`src/sv/ezad_pkg.sv`:
```
`timescale 1ns / 1ps
// Package for the EMA z-score anomaly detector.
// Holds command and status types and fixed constants; depends on nothing.
package ezad_pkg;

	localparam int SAMPLE_W    = 32;
	localparam int ALPHA_W     = 17;
	localparam int THRESH_W    = 15;
	localparam int Z_W         = 16;
	localparam int COUNT_W     = 4;
	localparam int PROD_W      = 49;
	localparam int SUM_W       = 50;
	localparam int VAR_W       = 64;
	localparam int ROOT_W      = 32;
	localparam int NUM_W       = 41;
	localparam int ITER_W      = 6;
	localparam int CFG_IDX_W   = 1;
	localparam int CFG_DATA_W  = 17;
	localparam int SQRT_STEPS  = 32;
	localparam int DIV_STEPS   = 41;

	localparam logic [ALPHA_W-1:0]  ALPHA_ONE      = 17'h10000;
	localparam logic [ALPHA_W-1:0]  ALPHA_RESET    = 17'd6554;
	localparam logic [THRESH_W-1:0] THRESH_RESET   = 15'd768;
	localparam logic [COUNT_W-1:0]  COUNT_MAX      = 4'd15;
	localparam logic [SUM_W-1:0]    ROUND_HALF     = 50'd32768;

	localparam logic [CFG_IDX_W-1:0] REG_SMOOTHING = 1'd0;
	localparam logic [CFG_IDX_W-1:0] REG_THRESHOLD = 1'd1;

	typedef struct packed {
		logic load;
		logic mul_mean;
		logic upd_mean;
		logic dev;
		logic sqr;
		logic mul_vlo;
		logic mul_vhi;
		logic upd_var;
		logic sqrt_init;
		logic sqrt_step;
		logic div_init;
		logic div_step;
		logic fin;
	} ezad_cmd_t;

	typedef struct packed {
		logic score_ok;
	} ezad_status_t;

endpackage

```
`src/sv/ezad_ctrl.sv`:
```
`timescale 1ns / 1ps
// Controller state machine sequencing the datapath and both handshakes.
// Uses ezad_pkg command and status types.
module ezad_ctrl
	import ezad_pkg::*;
(
	input  logic         clk,
	input  logic         arst_n,
	input  logic         in_valid,
	output logic         in_ready,
	output logic         out_valid,
	input  logic         out_ready,
	input  ezad_status_t status,
	output ezad_cmd_t    cmd
);

	typedef enum logic [12:0] {
		ST_IDLE  = 13'b0000000000001,
		ST_MMUL  = 13'b0000000000010,
		ST_MADD  = 13'b0000000000100,
		ST_DEV   = 13'b0000000001000,
		ST_SQR   = 13'b0000000010000,
		ST_VLO   = 13'b0000000100000,
		ST_VHI   = 13'b0000001000000,
		ST_VADD  = 13'b0000010000000,
		ST_CHK   = 13'b0000100000000,
		ST_SQRT  = 13'b0001000000000,
		ST_DINIT = 13'b0010000000000,
		ST_DIV   = 13'b0100000000000,
		ST_FIN   = 13'b1000000000000
	} state_t;

	state_t            state_q, state_d;
	logic [ITER_W-1:0] iter_q, iter_d;
	logic              ov_q, ov_d;

	assign in_ready  = (state_q == ST_IDLE);
	assign out_valid = ov_q;

	always_comb begin
		state_d = state_q;
		iter_d  = iter_q;
		ov_d    = ov_q && !out_ready;
		cmd     = '0;
		case (state_q)
			ST_IDLE: begin
				if (in_valid) begin
					cmd.load = 1'b1;
					state_d  = ST_MMUL;
				end
			end
			ST_MMUL: begin
				cmd.mul_mean = 1'b1;
				state_d      = ST_MADD;
			end
			ST_MADD: begin
				cmd.upd_mean = 1'b1;
				state_d      = ST_DEV;
			end
			ST_DEV: begin
				cmd.dev = 1'b1;
				state_d = ST_SQR;
			end
			ST_SQR: begin
				cmd.sqr = 1'b1;
				state_d = ST_VLO;
			end
			ST_VLO: begin
				cmd.mul_vlo = 1'b1;
				state_d     = ST_VHI;
			end
			ST_VHI: begin
				cmd.mul_vhi = 1'b1;
				state_d     = ST_VADD;
			end
			ST_VADD: begin
				cmd.upd_var = 1'b1;
				state_d     = ST_CHK;
			end
			ST_CHK: begin
				cmd.sqrt_init = 1'b1;
				iter_d        = ITER_W'(SQRT_STEPS - 1);
				state_d       = status.score_ok ? ST_SQRT : ST_FIN;
			end
			ST_SQRT: begin
				cmd.sqrt_step = 1'b1;
				iter_d        = iter_q - 1'b1;
				if (iter_q == '0) begin
					state_d = ST_DINIT;
				end
			end
			ST_DINIT: begin
				cmd.div_init = 1'b1;
				iter_d       = ITER_W'(DIV_STEPS - 1);
				state_d      = ST_DIV;
			end
			ST_DIV: begin
				cmd.div_step = 1'b1;
				iter_d       = iter_q - 1'b1;
				if (iter_q == '0) begin
					state_d = ST_FIN;
				end
			end
			ST_FIN: begin
				if (!ov_q || out_ready) begin
					cmd.fin = 1'b1;
					ov_d    = 1'b1;
					state_d = ST_IDLE;
				end
			end
			default: begin
				state_d = ST_IDLE;
			end
		endcase
	end

	always_ff @(posedge clk or negedge arst_n) begin
		if (!arst_n) begin
			state_q <= ST_IDLE;
			iter_q  <= '0;
			ov_q    <= 1'b0;
		end else begin
			state_q <= state_d;
			iter_q  <= iter_d;
			ov_q    <= ov_d;
		end
	end

endmodule

```
`config.mk`:
```
export PLATFORM = sky130hd
export DESIGN_NAME = ezad_ctrl
export DESIGN_NICKNAME = d
export VERILOG_FILES = /design/src/sv/ezad_pkg.sv /design/src/sv/ezad_ctrl.sv
export SDC_FILE = /design/constraint.sdc
export NUM_CORES = 1
export LEC_CHECK = 0
export ABC_CLOCK_PERIOD_IN_PS = 5150
export BUFFER_PORTS_ARGS = -buffer_cell sky130_fd_sc_hd__buf_2
export CORE_ASPECT_RATIO = 0.6
export CORE_UTILIZATION = 35
export DETAILED_ROUTE_END_ITERATION = 8
export SLEW_MARGIN = 10
export SYNTH_ARGS = -nofsm -noshare
export SYNTH_HDL_FRONTEND = slang
export SYNTH_SLANG_ARGS = --single-unit
```
`constraint.sdc`:
```
create_clock -name clk -period 5.15 [get_ports clk]
set_input_delay 0.2575 -clock clk [delete_from_list [all_inputs] [get_ports clk]]
set_output_delay 0.2575 -clock clk [all_outputs]
set_load 0.005 [all_outputs]
```
==> impl_metrics.json <==
{
  "cts.clk_slew.worst_paths_ps": 70,
  "cts_resized": 0,
  "fin_skew_ps": 2.77,
  "rows": 15,
  "via_per_inst": 5.25,
  "max_freq_mhz": 400,
  "io_pins": 20,
  "grt_max_degree": 21,
  "drtIter0Drc": 84,
  "synth.avg_cell_area_um2": 8.90,
  "postCtsHoldBufs": 1,
  "path_class": "register to output port",
  "clkLatencyLatePin_ps": 260,
  "grt_usage_pct": 16.3,
  "synth_top_area_share_pct": 40.2,
  "die_area_mm2": 0.00363,
  "hold_ws_ps": 244,
  "yosysSeqAreaShare_pct": 42.4,
  "maxSlewHeadroom_pct": 58.0,
  "cts_max_path_buffers": 2,
  "design_area_mm2": 0.00137,
  "die_width_um": 77.1,
  "h-tree-depth": 1,
  "start_kind": "register",
  "core_mm2": 0.00304,
  "antenna_found_initial": 0,
  "drtAntennaViolNets": 0,
  "finalCriticalPeriod_ps": 2500,
  "cts_made_buffers": 3,
  "dr.pass1.iters": 4,
  "dpl_worst_slack_ps": 2820,
  "start_util_pct": 38.9,
  "synthTopCellsByArea": "dfrtp_1 40%, nor2_1 5.7%, nor3b_1 4.4%, nor4_2 3.2%, nand2_1 2.9%",
  "io_buffers": 19,
  "ys.warnings.count": 0,
  "finalSetupTns_ps": 0,
  "synthCells": 133,
  "layout.nets": 158,
  "vias": 1013,
  "ys_ff_latch": 20,
  "cellLeakagePower_nw": 0.640,
  "setup_viol_count_final": 0,
  "fillers": 318,
  "grt_pass1_vias": 878,
  "wire_per_inst_um": 13.4,
  "hold_viol": 0,
  "period_share_pct": 48.5,
  "power_density_mw_per_mm2": 324,
  "drive_gt1_share_pct": 21.9,
  "grt_pass1_wl_um": 4430,
  "multiInputGateArea_um2": 631,
  "synthArstFlopShare_pct": 100,
  "cap_violations": 0,
  "worst_ep_required_time_ps": 4890,
  "netlist_area_mm2": 0.00118,
  "rsz0062_at_grt": "false",
  "globalplace.congestion": 0.898,
  "synth_cell_type_count": 39,
  "cp-end-kind": "output port",
  "status": "finished clean",
  "hold_path.class": "primary input to register",
  "synth-edff-count": 0,
  "cp_max_fo": 6,
  "detailed_place_hpwl_um": 1980,
  "worst_pin_slew_ps": 625,
  "ys.flop_type": "dfrtp_1",
  "routed_wl_um": 2590,
  "synth_nets": 139,
  "grt_overflow": 0,
  "cts_setup_buffers": 0,
  "antenna_cells": 0,
  "cts-root-buf": "clkbuf_8",
  "clock_sinks": 20,
  "slew_viol_final": 0,
  "place_area_mm2": 0.00131,
  "finalWorstSetupSlack_ps": 2650,
  "cts_tree": "yes",
  "synth_area_leader_cell": "dfrtp_1",
  "drc": 0,
  "cp.arrival_ps": 2240,
  "seq_area_um2": 502,
  "dieHeight_um": 47.0,
  "peakVddDrop_uv": 280,
  "area_growth_pct": 15.9
}
## final timing paths
path                                            to  slack, ps  cells past startpoint              startpoint
setup / recovery                           cmd[11]       2650                      5  state_q[8]$_DFFE_PN0P_
hold / removal              state_q[9]$_DFFE_PN0P_        240                      2                  status
setup reg to reg           state_q[12]$_DFFE_PN0P_       2830                      4  state_q[3]$_DFFE_PN0P_
hold reg to reg              iter_q[0]$_DFFE_PN0P_        520                      1   iter_q[0]$_DFFE_PN0P_
max in group asynchronous   state_q[0]$_DFFE_PN1P_       4330                      2                  arst_n
min in group asynchronous   state_q[7]$_DFFE_PN0P_        480                      2                  arst_n
## metrics by stage
| step | instances | power, W | utilization (%) |
|---|---|---|---|
| 6_report | 193 | 0.000444 | 45.1 |
| 5_1_grt | 193 | 0.000479 | 45.1 |
| 4_1_cts | 193 | 0.000448 | 45.1 |
| 3_5_place_dp | 188 | 0.000327 | 43.0 |
| 3_3_place_gp | 188 | 0.000327 | 43.0 |
| 2_1_floorplan | 133 | 0.000283 | - |
## registers in the layout, indices dropped and copies added, names as in the netlist
register   count
state_q       13
iter_q         6
out_valid      1
## cells by family (layout without fill, tap and decap cells)
| kind of cell | count (synthesis) | in the layout | synth area share (%) |
|---|---|---|---|
| flops | 20 | 20 | 42.4 |
| simple gates | 73 | 73 | 36.6 |
| fa+ha+maj | 1 | 1 | 1.06 |
| xor+xnor | 3 | 3 | 2.22 |
| buf+inv | 13 | 31 | 4.33 |
| compound gates | 23 | 23 | 13.4 |
## metal layers
layer	GRT usage [%]	up-vias	part of all wire [%]
met5	0	-	0
met4	3.40	0	0.46
met1	24.7	466	56
li1	-	518	-
met3	4.85	2	5.6
met2	22.9	27	38
## layout make-up
class | instances | share of cell area (%)
Timing Repair Buffer | 20 | 7.66
Multi-Input combinational cell | 100 | 46.0
Clock buffer | 4 | 4.01
Sequential cell | 20 | 36.6
Tap cell | 42 | 3.83
Inverter | 7 | 1.92
## where the power goes
| part | internal, W | total (W) | leakage [nW] | switching [W] |
|---|---|---|---|---|
| combinational | 0.0000562 | 0.000133 | 0.336 | 0.0000770 |
| clock | 0.0000680 | 0.000119 | 0.0288 | 0.0000505 |
| sequential | 0.000172 | 0.000192 | 0.275 | 0.0000202 |
| total | 0.000296 | 0.000444 | 0.640 | 0.000148 |
## placed cells by master (no fill, tap or decap)
master | Yosys | final
a211oi_1 | 1 | 1
a21boi_0 | 2 | 2
a21oi_1 | 4 | 4
a22o_1 | 1 | 1
a22oi_1 | 1 | 1
a311oi_2 | 1 | 1
and2_1 | 2 | 2
and3b_1 | 1 | 1
and4_1 | 1 | 1
buf_2 | 2 | 19
clkbuf_8 | 0 | 4
dfrtp_1 | 19 | 19
dfstp_2 | 1 | 1
dlygate4sd3_1 | 0 | 1
ha_1 | 1 | 1
inv_1 | 7 | 7
nand2_1 | 9 | 9
nand2b_1 | 5 | 5
nand2b_2 | 1 | 1
nand3_1 | 2 | 2
nand4_1 | 3 | 3
nor2_1 | 18 | 18
nor2b_1 | 1 | 1
nor3_1 | 6 | 6
nor3b_1 | 7 | 7
nor4_1 | 3 | 3
nor4_2 | 3 | 3
nor4b_1 | 2 | 2
o211ai_1 | 3 | 3
o21ai_0 | 5 | 5
o21bai_1 | 1 | 1
o22ai_1 | 2 | 2
o311ai_0 | 1 | 1
o41ai_1 | 1 | 1
or2_2 | 1 | 1
or3_1 | 2 | 2
or3b_2 | 1 | 1
or4_1 | 3 | 3
or4b_2 | 2 | 2
xnor2_1 | 3 | 3
## cells in the mapped netlist, types with 3 or more instances
library cell	count
or4_1	3
xnor2_1	3
dfrtp_1	19
nor4_2	3
clkbuf_1	4
nand4_1	3
nor3_1	6
nor2_1	18
nor3b_1	7
o211ai_1	3
o21ai_0	5
nand2_1	9
nor4_1	3
nand2b_1	5
inv_1	7
a21oi_1	4
## worst max-delay path, stage by stage, from the launching register on
cell     delay (ps)
dfrtp_1         430
or3_1           480
nor3_1          370
nand2_1         240
nor4_1          290
buf_2           160
(Power assumes the default switching activity.)
